## config.mk

```make
export PLATFORM = sky130hd
export DESIGN_NAME = led_cube_voxel_frame_engine_core
export DESIGN_NICKNAME = d
export VERILOG_FILES = /design/src/sv/lcvfe_pkg.sv /design/src/sv/lcvfe_front.sv /design/src/sv/lcvfe_fifo.sv /design/src/sv/lcvfe_back.sv /design/src/sv/led_cube_voxel_frame_engine_core.sv
export SDC_FILE = /design/constraint.sdc
export NUM_CORES = 2
export LEC_CHECK = 0
export BUFFER_PORTS_ARGS = -buffer_cell sky130_fd_sc_hd__buf_2
export CAP_MARGIN = 15
export CORE_MARGIN = 1
export CORE_UTILIZATION = 57
export DETAILED_ROUTE_END_ITERATION = 8
export PLACE_DENSITY = 0.76
export SYNTH_ARGS = -nofsm -noshare
export SYNTH_HDL_FRONTEND = slang
export SYNTH_SLANG_ARGS = --single-unit
```

## constraint.sdc

```tcl
create_clock -name clk -period 6 [get_ports clk]
set_input_delay 1.2 -clock clk [delete_from_list [all_inputs] [get_ports clk]]
set_output_delay 1.2 -clock clk [all_outputs]
set_load 0.02 [all_outputs]
```

## src/sv/lcvfe_pkg.sv

```systemverilog
// Shared types and defaults for the LED cube voxel frame engine.
package lcvfe_pkg;

    localparam int DEF_SIDE_X      = 8;
    localparam int DEF_SIDE_Y      = 8;
    localparam int DEF_SIDE_Z      = 8;
    localparam int DEF_QUEUE_DEPTH = 2;

    localparam int COORD_W = 4;
    localparam int SHIFT_W = 5;
    localparam int LINE_W  = 16;

    typedef enum logic [2:0] {
        CMD_SET  = 3'd0,
        CMD_CLR  = 3'd1,
        CMD_READ = 3'd2,
        CMD_MOVE = 3'd3,
        CMD_WIPE = 3'd4,
        CMD_SHOW = 3'd5,
        CMD_SCAN = 3'd6,
        CMD_NONE = 3'd7
    } cmd_t;

    // Decoded command as it waits in the queue
    typedef struct packed {
        cmd_t                       cmd;
        logic                       in_range;
        logic                       descend;
        logic [COORD_W-1:0]         x;
        logic [COORD_W-1:0]         y;
        logic [COORD_W-1:0]         z;
        logic signed [SHIFT_W-1:0]  dx;
        logic signed [SHIFT_W-1:0]  dy;
        logic signed [SHIFT_W-1:0]  dz;
    } op_t;

endpackage

```

## src/sv/lcvfe_front.sv

```systemverilog
// Command decoder: classifies incoming commands and feeds the queue.
module lcvfe_front
    import lcvfe_pkg::*;
#(
    parameter int SIDE_X = DEF_SIDE_X,
    parameter int SIDE_Y = DEF_SIDE_Y,
    parameter int SIDE_Z = DEF_SIDE_Z
)
(
    input  logic                       in_valid,
    output logic                       in_stall,
    input  logic [2:0]                 command,
    input  logic [COORD_W-1:0]         voxel_x,
    input  logic [COORD_W-1:0]         voxel_y,
    input  logic [COORD_W-1:0]         voxel_z,
    input  logic signed [SHIFT_W-1:0]  shift_x,
    input  logic signed [SHIFT_W-1:0]  shift_y,
    input  logic signed [SHIFT_W-1:0]  shift_z,
    input  logic                       q_full,
    output logic                       push,
    output op_t                        push_op
);

    function automatic logic [SHIFT_W:0] shift_mag(input logic signed [SHIFT_W-1:0] d);
        logic signed [SHIFT_W:0] w;
        w = {d[SHIFT_W-1], d};
        return w[SHIFT_W] ? (SHIFT_W+1)'(-w) : (SHIFT_W+1)'(w);
    endfunction

    logic big_shift;
    logic no_shift;

    assign in_stall = q_full;
    assign push     = in_valid && !q_full;

    assign big_shift = (shift_mag(shift_x) >= (SHIFT_W+1)'(SIDE_X))
                    || (shift_mag(shift_y) >= (SHIFT_W+1)'(SIDE_Y))
                    || (shift_mag(shift_z) >= (SHIFT_W+1)'(SIDE_Z));
    assign no_shift  = (shift_x == '0) && (shift_y == '0) && (shift_z == '0);

    always_comb
    begin
        push_op.x      = voxel_x;
        push_op.y      = voxel_y;
        push_op.z      = voxel_z;
        push_op.dx     = shift_x;
        push_op.dy     = shift_y;
        push_op.dz     = shift_z;
        push_op.in_range = ({1'b0, voxel_x} < (COORD_W+1)'(SIDE_X))
                        && ({1'b0, voxel_y} < (COORD_W+1)'(SIDE_Y))
                        && ({1'b0, voxel_z} < (COORD_W+1)'(SIDE_Z));
        // rows move toward higher addresses: sweep from the top so sources survive
        push_op.descend = (!shift_z[SHIFT_W-1] && (shift_z != '0))
                       || ((shift_z == '0) && !shift_y[SHIFT_W-1] && (shift_y != '0));
        push_op.cmd = cmd_t'(command);
        if (push_op.cmd == CMD_MOVE)
        begin
            // a shift past the edge empties the frame; a null shift changes nothing
            if (big_shift)
            begin
                push_op.cmd = CMD_WIPE;
            end
            else if (no_shift)
            begin
                push_op.cmd = CMD_NONE;
            end
        end
    end

endmodule

```

## src/sv/lcvfe_fifo.sv

```systemverilog
// Short command queue between the decoder and the executor.
module lcvfe_fifo
    import lcvfe_pkg::*;
#(
    parameter int DEPTH = DEF_QUEUE_DEPTH
)
(
    input  logic clk,
    input  logic rst_n,
    input  logic push,
    input  op_t  push_op,
    output logic full,
    input  logic pop,
    output op_t  pop_op,
    output logic not_empty
);

    localparam int PW = (DEPTH > 1) ? $clog2(DEPTH) : 1;
    localparam int CW = $clog2(DEPTH + 1);
    localparam logic [PW-1:0] LAST_PTR = PW'(DEPTH - 1);

    op_t             entry_reg [DEPTH];
    logic [PW-1:0]   wr_ptr_reg, wr_ptr_next;
    logic [PW-1:0]   rd_ptr_reg, rd_ptr_next;
    logic [CW-1:0]   count_reg,  count_next;
    logic            do_push, do_pop;

    assign full      = (count_reg == CW'(DEPTH));
    assign not_empty = (count_reg != '0);
    assign pop_op    = entry_reg[rd_ptr_reg];
    assign do_push   = push && !full;
    assign do_pop    = pop && not_empty;

    always_comb
    begin
        wr_ptr_next = wr_ptr_reg;
        rd_ptr_next = rd_ptr_reg;
        count_next  = count_reg;
        if (do_push)
        begin
            wr_ptr_next = (wr_ptr_reg == LAST_PTR) ? '0 : wr_ptr_reg + 1'b1;
        end
        if (do_pop)
        begin
            rd_ptr_next = (rd_ptr_reg == LAST_PTR) ? '0 : rd_ptr_reg + 1'b1;
        end
        if (do_push && !do_pop)
        begin
            count_next = count_reg + 1'b1;
        end
        else if (do_pop && !do_push)
        begin
            count_next = count_reg - 1'b1;
        end
    end

    always_ff @(posedge clk or negedge rst_n)
    begin
        if (!rst_n)
        begin
            wr_ptr_reg <= '0;
            rd_ptr_reg <= '0;
            count_reg  <= '0;
        end
        else
        begin
            wr_ptr_reg <= wr_ptr_next;
            rd_ptr_reg <= rd_ptr_next;
            count_reg  <= count_next;
        end
    end

    always_ff @(posedge clk)
    begin
        if (do_push)
        begin
            entry_reg[wr_ptr_reg] <= push_op;
        end
    end

endmodule

```

## src/sv/lcvfe_back.sv

```systemverilog
// Command executor: frame and display stores, row sweeps and scan output.
module lcvfe_back
    import lcvfe_pkg::*;
#(
    parameter int SIDE_X = DEF_SIDE_X,
    parameter int SIDE_Y = DEF_SIDE_Y,
    parameter int SIDE_Z = DEF_SIDE_Z
)
(
    input  logic              clk,
    input  logic              rst_n,
    input  logic              op_valid,
    input  op_t               op,
    output logic              op_pop,
    output logic              out_valid,
    input  logic              out_stall,
    output logic              bit_value,
    output logic [LINE_W-1:0] line_word,
    output logic              last
);

    localparam int NR = SIDE_X > 0 ? SIDE_Y * SIDE_Z : 1;
    localparam int AW = $clog2(NR);
    localparam int XW = $clog2(SIDE_X);
    localparam int YW = $clog2(SIDE_Y);
    localparam int ZW = $clog2(SIDE_Z);
    localparam logic [AW-1:0] ROW_STRIDE = AW'(SIDE_Y);
    localparam logic [YW-1:0] Y_MAX      = YW'(SIDE_Y - 1);
    localparam logic [ZW-1:0] Z_MAX      = ZW'(SIDE_Z - 1);

    typedef enum logic [3:0] {
        ST_IDLE,
        ST_MODIFY,
        ST_PROBE,
        ST_MOVE,
        ST_COPY,
        ST_REPLY,
        ST_SCAN_RD,
        ST_SCAN_OUT,
        ST_SELECT
    } state_t;

    function automatic logic [AW-1:0] row_addr(input logic [ZW-1:0] z, input logic [YW-1:0] y);
        return AW'(z) * ROW_STRIDE + AW'(y);
    endfunction

    function automatic logic [SIDE_X-1:0] shift_row(input logic [SIDE_X-1:0] r,
                                                     input logic signed [SHIFT_W-1:0] d);
        logic [SHIFT_W-1:0] m;
        m = d[SHIFT_W-1] ? SHIFT_W'(-d) : SHIFT_W'(d);
        return d[SHIFT_W-1] ? (r >> m) : (r << m);
    endfunction

    // stores and their read registers
    logic [SIDE_X-1:0] frame_mem [NR];
    logic [SIDE_X-1:0] disp_mem  [NR];
    logic              frame_vld_reg [NR];
    logic              disp_vld_reg  [NR];
    logic [SIDE_X-1:0] frame_rdata_reg;
    logic [SIDE_X-1:0] disp_rdata_reg;
    logic              frame_rvld_reg;
    logic              disp_rvld_reg;
    logic [SIDE_X-1:0] frame_rd;
    logic [SIDE_X-1:0] disp_rd;

    logic              frame_re, frame_we, frame_wipe;
    logic [AW-1:0]     frame_raddr, frame_waddr;
    logic [SIDE_X-1:0] frame_wdata;
    logic              disp_re, disp_we;
    logic [AW-1:0]     disp_raddr, disp_waddr;
    logic [SIDE_X-1:0] disp_wdata;

    // control
    state_t            state_reg, state_next;
    logic [YW-1:0]     y_reg, y_next;
    logic [ZW-1:0]     z_reg, z_next;
    logic [ZW-1:0]     plane_reg, plane_next;
    logic              res_bit_reg, res_bit_next;
    logic              pend_mv_reg, pend_mv_next;
    logic              pend_cp_reg, pend_cp_next;
    logic              out_valid_reg, out_valid_next;

    // payload
    op_t               op_reg;
    logic              pend_ok_reg, pend_ok_next;
    logic [AW-1:0]     pend_addr_reg, pend_addr_next;
    logic              out_load;
    logic              bit_value_reg, bit_value_next;
    logic [LINE_W-1:0] line_word_reg, line_word_next;
    logic              last_reg, last_next;

    logic              out_free;
    logic signed [5:0] src_y, src_z;
    logic              src_ok;
    logic [AW-1:0]     sweep_addr;
    logic              sweep_end_up, sweep_end_down;
    logic [SIDE_X-1:0] row_mod;

    assign frame_rd = frame_rvld_reg ? frame_rdata_reg : '0;
    assign disp_rd  = disp_rvld_reg  ? disp_rdata_reg  : '0;
    assign out_free = !out_valid_reg || !out_stall;

    assign out_valid = out_valid_reg;
    assign bit_value = bit_value_reg;
    assign line_word = line_word_reg;
    assign last      = last_reg;

    // source row of the destination under the current translation
    assign src_y  = $signed({{(6-YW){1'b0}}, y_reg})
                  - $signed({op_reg.dy[SHIFT_W-1], op_reg.dy});
    assign src_z  = $signed({{(6-ZW){1'b0}}, z_reg})
                  - $signed({op_reg.dz[SHIFT_W-1], op_reg.dz});
    assign src_ok = !src_y[5] && (src_y[4:0] < 5'(SIDE_Y))
                 && !src_z[5] && (src_z[4:0] < 5'(SIDE_Z));

    assign sweep_addr     = row_addr(z_reg, y_reg);
    assign sweep_end_up   = (y_reg == Y_MAX) && (z_reg == Z_MAX);
    assign sweep_end_down = (y_reg == '0) && (z_reg == '0);

    always_comb
    begin
        row_mod = frame_rd;
        row_mod[op_reg.x[XW-1:0]] = (op_reg.cmd == CMD_SET);
    end

    always_comb
    begin
        state_next     = state_reg;
        y_next         = y_reg;
        z_next         = z_reg;
        plane_next     = plane_reg;
        res_bit_next   = res_bit_reg;
        pend_mv_next   = 1'b0;
        pend_cp_next   = 1'b0;
        pend_ok_next   = pend_ok_reg;
        pend_addr_next = pend_addr_reg;
        out_valid_next = out_valid_reg && out_stall;
        out_load       = 1'b0;
        bit_value_next = 1'b0;
        line_word_next = '0;
        last_next      = 1'b1;
        op_pop         = 1'b0;
        frame_re       = 1'b0;
        frame_raddr    = sweep_addr;
        frame_we       = 1'b0;
        frame_waddr    = pend_addr_reg;
        frame_wdata    = '0;
        frame_wipe     = 1'b0;
        disp_re        = 1'b0;
        disp_raddr     = row_addr(plane_reg, y_reg);
        disp_we        = 1'b0;
        disp_waddr     = pend_addr_reg;
        disp_wdata     = frame_rd;

        // write back the row read by the previous sweep step
        if (pend_mv_reg)
        begin
            frame_we    = 1'b1;
            frame_wdata = pend_ok_reg ? shift_row(frame_rd, op_reg.dx) : '0;
        end
        if (pend_cp_reg)
        begin
            disp_we = 1'b1;
        end

        case (state_reg)
            ST_IDLE:
            begin
                if (op_valid)
                begin
                    op_pop       = 1'b1;
                    res_bit_next = 1'b0;
                    state_next   = ST_REPLY;
                    case (op.cmd)
                        CMD_SET, CMD_CLR:
                        begin
                            if (op.in_range)
                            begin
                                frame_re    = 1'b1;
                                frame_raddr = row_addr(op.z[ZW-1:0], op.y[YW-1:0]);
                                state_next  = ST_MODIFY;
                            end
                        end
                        CMD_READ:
                        begin
                            if (op.in_range)
                            begin
                                frame_re    = 1'b1;
                                frame_raddr = row_addr(op.z[ZW-1:0], op.y[YW-1:0]);
                                state_next  = ST_PROBE;
                            end
                        end
                        CMD_MOVE:
                        begin
                            y_next     = op.descend ? Y_MAX : '0;
                            z_next     = op.descend ? Z_MAX : '0;
                            state_next = ST_MOVE;
                        end
                        CMD_WIPE:
                        begin
                            frame_wipe = 1'b1;
                        end
                        CMD_SHOW:
                        begin
                            y_next     = '0;
                            z_next     = '0;
                            state_next = ST_COPY;
                        end
                        CMD_SCAN:
                        begin
                            y_next     = Y_MAX;
                            state_next = ST_SCAN_RD;
                        end
                        default:
                        begin
                            state_next = ST_REPLY;
                        end
                    endcase
                end
            end

            ST_MODIFY:
            begin
                frame_we    = 1'b1;
                frame_waddr = row_addr(op_reg.z[ZW-1:0], op_reg.y[YW-1:0]);
                frame_wdata = row_mod;
                state_next  = ST_REPLY;
            end

            ST_PROBE:
            begin
                res_bit_next = frame_rd[op_reg.x[XW-1:0]];
                state_next   = ST_REPLY;
            end

            ST_MOVE:
            begin
                frame_re       = src_ok;
                frame_raddr    = row_addr(src_z[ZW-1:0], src_y[YW-1:0]);
                pend_mv_next   = 1'b1;
                pend_ok_next   = src_ok;
                pend_addr_next = sweep_addr;
                if (op_reg.descend)
                begin
                    if (sweep_end_down)
                    begin
                        state_next = ST_REPLY;
                    end
                    else if (y_reg == '0)
                    begin
                        y_next = Y_MAX;
                        z_next = z_reg - 1'b1;
                    end
                    else
                    begin
                        y_next = y_reg - 1'b1;
                    end
                end
                else
                begin
                    if (sweep_end_up)
                    begin
                        state_next = ST_REPLY;
                    end
                    else if (y_reg == Y_MAX)
                    begin
                        y_next = '0;
                        z_next = z_reg + 1'b1;
                    end
                    else
                    begin
                        y_next = y_reg + 1'b1;
                    end
                end
            end

            ST_COPY:
            begin
                frame_re       = 1'b1;
                pend_cp_next   = 1'b1;
                pend_addr_next = sweep_addr;
                if (sweep_end_up)
                begin
                    state_next = ST_REPLY;
                end
                else if (y_reg == Y_MAX)
                begin
                    y_next = '0;
                    z_next = z_reg + 1'b1;
                end
                else
                begin
                    y_next = y_reg + 1'b1;
                end
            end

            ST_REPLY:
            begin
                if (out_free)
                begin
                    out_load       = 1'b1;
                    out_valid_next = 1'b1;
                    bit_value_next = res_bit_reg;
                    state_next     = ST_IDLE;
                end
            end

            ST_SCAN_RD:
            begin
                disp_re    = 1'b1;
                state_next = ST_SCAN_OUT;
            end

            ST_SCAN_OUT:
            begin
                if (out_free)
                begin
                    out_load       = 1'b1;
                    out_valid_next = 1'b1;
                    line_word_next = LINE_W'(disp_rd);
                    last_next      = 1'b0;
                    if (y_reg == '0)
                    begin
                        state_next = ST_SELECT;
                    end
                    else
                    begin
                        y_next     = y_reg - 1'b1;
                        state_next = ST_SCAN_RD;
                    end
                end
            end

            ST_SELECT:
            begin
                if (out_free)
                begin
                    out_load       = 1'b1;
                    out_valid_next = 1'b1;
                    line_word_next = LINE_W'(1) << plane_reg;
                    plane_next     = (plane_reg == Z_MAX) ? '0 : plane_reg + 1'b1;
                    state_next     = ST_IDLE;
                end
            end

            default:
            begin
                state_next = ST_IDLE;
            end
        endcase
    end

    always_ff @(posedge clk or negedge rst_n)
    begin
        if (!rst_n)
        begin
            state_reg      <= ST_IDLE;
            y_reg          <= '0;
            z_reg          <= '0;
            plane_reg      <= '0;
            res_bit_reg    <= 1'b0;
            pend_mv_reg    <= 1'b0;
            pend_cp_reg    <= 1'b0;
            out_valid_reg  <= 1'b0;
            frame_rvld_reg <= 1'b0;
            disp_rvld_reg  <= 1'b0;
            for (int i = 0; i < NR; i++)
            begin
                frame_vld_reg[i] <= 1'b0;
                disp_vld_reg[i]  <= 1'b0;
            end
        end
        else
        begin
            state_reg     <= state_next;
            y_reg         <= y_next;
            z_reg         <= z_next;
            plane_reg     <= plane_next;
            res_bit_reg   <= res_bit_next;
            pend_mv_reg   <= pend_mv_next;
            pend_cp_reg   <= pend_cp_next;
            out_valid_reg <= out_valid_next;
            if (frame_re)
            begin
                frame_rvld_reg <= frame_vld_reg[frame_raddr];
            end
            if (disp_re)
            begin
                disp_rvld_reg <= disp_vld_reg[disp_raddr];
            end
            // an invalid row reads as zero, so clear-all just drops the marks
            if (frame_wipe)
            begin
                for (int i = 0; i < NR; i++)
                begin
                    frame_vld_reg[i] <= 1'b0;
                end
            end
            else if (frame_we)
            begin
                frame_vld_reg[frame_waddr] <= 1'b1;
            end
            if (disp_we)
            begin
                disp_vld_reg[disp_waddr] <= 1'b1;
            end
        end
    end

    always_ff @(posedge clk)
    begin
        if (op_pop)
        begin
            op_reg <= op;
        end
        pend_ok_reg   <= pend_ok_next;
        pend_addr_reg <= pend_addr_next;
        if (out_load)
        begin
            bit_value_reg <= bit_value_next;
            line_word_reg <= line_word_next;
            last_reg      <= last_next;
        end
    end

    always_ff @(posedge clk)
    begin
        if (frame_we)
        begin
            frame_mem[frame_waddr] <= frame_wdata;
        end
        if (frame_re)
        begin
            frame_rdata_reg <= frame_mem[frame_raddr];
        end
    end

    always_ff @(posedge clk)
    begin
        if (disp_we)
        begin
            disp_mem[disp_waddr] <= disp_wdata;
        end
        if (disp_re)
        begin
            disp_rdata_reg <= disp_mem[disp_raddr];
        end
    end

endmodule

```

## src/sv/led_cube_voxel_frame_engine_core.sv

```systemverilog
// Top level of the LED cube voxel frame engine.
// Commands enter a small queue (depth Q_DEPTH) and run one at a time in the
// executor, which owns a single-port-read frame store and display store of
// SIDE_Y*SIDE_Z rows of SIDE_X bits. Set and clear read the row, write it back
// and then reply; read fetches the row and then replies; clear-all, no-op and
// out-of-range voxel commands go straight to the reply. Translate and display
// update sweep every row through the frame store read port, one row per cycle.
// Scan sends each row of the current display plane (display store read, then
// output register) plus one plane-select word. Both stores read as zero right
// after reset through per-row valid flags, with no clearing pass. The result
// register lets the queue keep taking commands while a result waits.
module led_cube_voxel_frame_engine_core
    import lcvfe_pkg::*;
#(
    parameter int SIDE_X  = DEF_SIDE_X,
    parameter int SIDE_Y  = DEF_SIDE_Y,
    parameter int SIDE_Z  = DEF_SIDE_Z,
    parameter int Q_DEPTH = DEF_QUEUE_DEPTH
)
(
    input  logic                       clk,
    input  logic                       rst_n,
    input  logic                       in_valid,
    output logic                       in_stall,
    input  logic [2:0]                 command,
    input  logic [COORD_W-1:0]         voxel_x,
    input  logic [COORD_W-1:0]         voxel_y,
    input  logic [COORD_W-1:0]         voxel_z,
    input  logic signed [SHIFT_W-1:0]  shift_x,
    input  logic signed [SHIFT_W-1:0]  shift_y,
    input  logic signed [SHIFT_W-1:0]  shift_z,
    output logic                       out_valid,
    input  logic                       out_stall,
    output logic                       bit_value,
    output logic [LINE_W-1:0]          line_word,
    output logic                       last
);

    logic q_full;
    logic push;
    op_t  push_op;
    logic pop;
    op_t  pop_op;
    logic q_valid;

    lcvfe_front #(
        .SIDE_X (SIDE_X),
        .SIDE_Y (SIDE_Y),
        .SIDE_Z (SIDE_Z)
    ) u_front (
        .in_valid (in_valid),
        .in_stall (in_stall),
        .command  (command),
        .voxel_x  (voxel_x),
        .voxel_y  (voxel_y),
        .voxel_z  (voxel_z),
        .shift_x  (shift_x),
        .shift_y  (shift_y),
        .shift_z  (shift_z),
        .q_full   (q_full),
        .push     (push),
        .push_op  (push_op)
    );

    lcvfe_fifo #(
        .DEPTH (Q_DEPTH)
    ) u_queue (
        .clk       (clk),
        .rst_n     (rst_n),
        .push      (push),
        .push_op   (push_op),
        .full      (q_full),
        .pop       (pop),
        .pop_op    (pop_op),
        .not_empty (q_valid)
    );

    lcvfe_back #(
        .SIDE_X (SIDE_X),
        .SIDE_Y (SIDE_Y),
        .SIDE_Z (SIDE_Z)
    ) u_back (
        .clk       (clk),
        .rst_n     (rst_n),
        .op_valid  (q_valid),
        .op        (pop_op),
        .op_pop    (pop),
        .out_valid (out_valid),
        .out_stall (out_stall),
        .bit_value (bit_value),
        .line_word (line_word),
        .last      (last)
    );

endmodule
```

==> flow_summary.yaml <==
yosys:
  yosysWarnings: 0
  ys.flop_type: "edfxtp_1"
  muxShareOfSynthArea: 0.0900
  synth_edf_count: 1143
  ys_seq_elements: 1294
  synth_cell_types: 82
  synth_compound_area_frac: 0.0631
  syn_inst: 3438
  yosys.area_share.simple: 0.0983
  syn_area_um2: 53000
  seq_area_frac_synth: 0.719
  synth.avg_cell_area_um2: 15.4
  synth-adder-area-share: 0.00666
  synth_top_family_by_area: "simple AND/OR/NAND/NOR gates"
  postSynth.asyncResetShare: 0.117
  synthXorXnorAreaFrac: 0.00215
timing:
  fmax_mhz: 197
  tns_ps: 0
  fin_skew_ps: 53.1
  rsz0062_at_grt: "false"
  setup_viol: 0
  hold_viol: 0
  slew_viol_final: 0
  min_period_ps: 5080
  post-route-period-util: 0.847
  worst_pin_slew_ps: 1170
  relSlewSlack: 0.217
floorplan:
  die_area_um2: 94200
  fp.coreArea_um2: 91900
  die_h_um: 307
  rows: 111
  start_util: 0.577
  ios: 54
  die_x_um: 307
global_route:
  grt_pass1_vias: 30900
  antenna_found_initial: 7
  grt_max_degree: 144
  grt_use_total: 0.276
  grt_overflow_total: 0
  grt_pass1_wl_um: 194000
critical_path:
  crit_path_end_kind: "flip-flop"
  timing.critical_path.slowest_stage_cell: "and2_4"
  worst-path-buf-inv: 1
  max_stage_delay_ps: 860
  cp_top_family: "simple AND/OR/NAND/NOR gates"
  cp.required_ps: 6600
  crit_path_cell_trace: "or4_1 -> or4_4 -> o211ai_2 -> and2_4 -> buf_12 -> a211oi_1 -> a311oi_1 -> a31oi_1 -> a21oi_1 -> and3_1"
  critPathArrivalTime_ps: 5680
  startpoint_type: "flip-flop"
  critical_path.max_fanout: 87
  worst-setup-path-type: "reg2reg"
cts:
  clk_latency_ps: 730
  ctsHoldBuffers: 0
  h-tree-depth: 3
  path_clk_slew_ps: 60
  cts_setup_buffers: 0
  cts.sinks: 1294
  cts_buffers: 120
  ctsResizeCount: 0
  clock_tree.root_cell: "clkbuf_16"
  ctsLongestPathBuffers: 3
  tritoncts: "built"
detailed_routing:
  drc_errors: 0
  routedWlPerCell_um: 27.0
  drt-initial-drc-count: 4522
  vias: 31600
  wl_um: 130000
  antenna_left: 0
  viasPerCell: 6.58
  dr.pass1.iters: 8
placement:
  dpl-instance-area_um2: 54600
  io_buffers: 45
  globalplace.congestion: 0.887
  dp_hpwl_um: 75300
power_and_ir_drop:
  p_leak_nw: 20.2
  comb_power_share: 0.341
  ir_worst_vdd_mv: 0.480
  cellPowerDensity_nw_per_um2: 503
  switching_share: 0.353
  p_int_mw: 19.1
  power.switching_mw: 10.4
  seqPwrFrac: 0.396
  power.share.clock: 0.263
cells_and_area:
  n_antenna_cell: 0
  multiInputGateArea_um2: 14000
  area_growth_pct: 10.9
  num-fill-cells: 6257
  final_area_um2: 58800
  area.sequential_um2: 38100
  drive_above_1_share: 0.177
  largest_registers: "u_back.disp_mem (512), u_back.frame_mem (512)"
  fin_nets: 3513
status:
  status: "complete, no violations"
min_path:
  hold_path_class: "reg2reg"
job:
  cap_violations: 0
-- stage by stage --
step | instances | util | power (mW) | worst slack [ps] | hold WS (ps)
after floorplan | 3445 | - | 18.4 | 414 | 434
after global placement | 4567 | 0.594 | 21.4 | 1130 | 444
after detailed placement | 4567 | 0.594 | 21.6 | 1020 | 448
final | 4801 | 0.639 | 29.6 | 917 | 460
after global routing | 4801 | 0.639 | 30.6 | 657 | 481
after CTS | 4795 | 0.638 | 29.4 | 994 | 465
-- cells in the final DEF, fill, tap and decap left out, types with 10 or more instances in the layout --
master     Yosys  routed
nor2b_1       16      16
a211oi_1      93      93
nand2_1      444     442
and3_1       109     109
nand4_1       10      10
clkinv_2       0      29
buf_4         15      43
clkbuf_1     122      22
nand3_1      100     100
mux2_2        30      30
buf_2         54      44
nor2_1       316     315
inv_2          1      10
inv_1         42      33
dfrtp_1      151     148
clkinv_1       1      20
or2_2         68      68
a2111oi_0     15      15
mux2i_1       16      16
bufinv_16      0      13
a21oi_1       63      62
nor3_1        39      39
a311oi_1     111     111
mux4_2       189     189
buf_12         0      15
clkbuf_16      0     121
edfxtp_1    1143    1143
o21ai_0       42      41
a31oi_1       34      33
ha_1          25      25
-- logic make-up (layout without fill, tap and decap cells) --
logic type               after synthesis  count (layout)
flip-flops                          1294            1294
AND/OR/NAND/NOR                     1153            1153
AO/OA/AOI/OAI                        451             451
buffers and inverters                263             376
multiplexers                         236             236
adder cells (fa/ha/maj)               27              27
XOR/XNOR                              13              13
other                                  1               8
-- synthesized netlist by cell type, types with 7 or more instances --
library cell  count  area (um^2)
nor2_1          316         1190
mux4_2          189         4260
buf_2            54          270
o211ai_1          9         67.6
edfxtp_1       1143        34300
a2111oi_0        15          131
clkbuf_1        122          458
a21oi_1          63          315
a211oi_1         93          698
mux2i_1          16          160
buf_4            15          113
and3_1          109          682
nand2b_1          9         56.3
nor2b_1          16          100
nand3_1         100          500
o21ai_0          42          210
xnor2_1           9         78.8
buf_1            27          101
mux2_2           30          338
a311oi_1        111          972
nor3_1           39          195
o22ai_1          15         93.8
ha_1             25          313
or2_2            68          425
nand3b_1          7         52.6
inv_1            42          158
nand2_1         444         1670
a31oi_1          34          213
dfrtp_1         151         3780
nand4_1          10         62.6
-- routing by layer --
layer	wire length [um]	vias to the layer above	GRT usage
met5	39	-	0
met4	5220	6	0.106
met1	49800	15800	0.393
li1	-	13300	-
met2	61300	2054	0.431
met3	13200	382	0.0484
-- cell type report --
| class | instances | area share |
|---|---|---|
| tap | 1243 | 0.0265 |
| inverter | 44 | 0.00281 |
| clock inverter | 77 | 0.0143 |
| multi-input combinational | 1888 | 0.239 |
| timing repair buffer | 104 | 0.0147 |
| sequential | 1294 | 0.648 |
| clock buffer | 151 | 0.0548 |
-- path summary, 6_finish.rpt --
check / end / from / slack, ps / cells past startpoint
min in group asynchronous: u_back.disp_vld_reg[7]$_DFFE_PN0P_ / rst_n / 510 / 1
max in group asynchronous: u_back.frame_vld_reg[16]$_DFFE_PN0P_ / rst_n / 4160 / 2
max reg2reg: u_back.frame_rdata_reg[2]$_DFFE_PP_ / u_back.state_reg[0]$_DFFE_PN0P_ / 920 / 10
min: u_back.disp_vld_reg[0]$_DFFE_PN0P_ / u_back.disp_vld_reg[0]$_DFFE_PN0P_ / 460 / 1
min reg2reg: u_back.disp_vld_reg[0]$_DFFE_PN0P_ / u_back.disp_vld_reg[0]$_DFFE_PN0P_ / 460 / 1
max: u_back.frame_rdata_reg[2]$_DFFE_PP_ / u_back.state_reg[0]$_DFFE_PN0P_ / 920 / 10
-- power groups by stage --
stage	Combinational (mW)	Clock (mW)	Sequential [mW]
2_1_floorplan	6.74	0	11.6
3_3_place_gp	9.56	0	11.8
3_5_place_dp	9.77	0	11.9
4_1_cts	9.91	7.80	11.7
5_1_grt	10.7	8.13	11.8
6_report	10.1	7.77	11.7
Power figures use the tool's default switching activity.
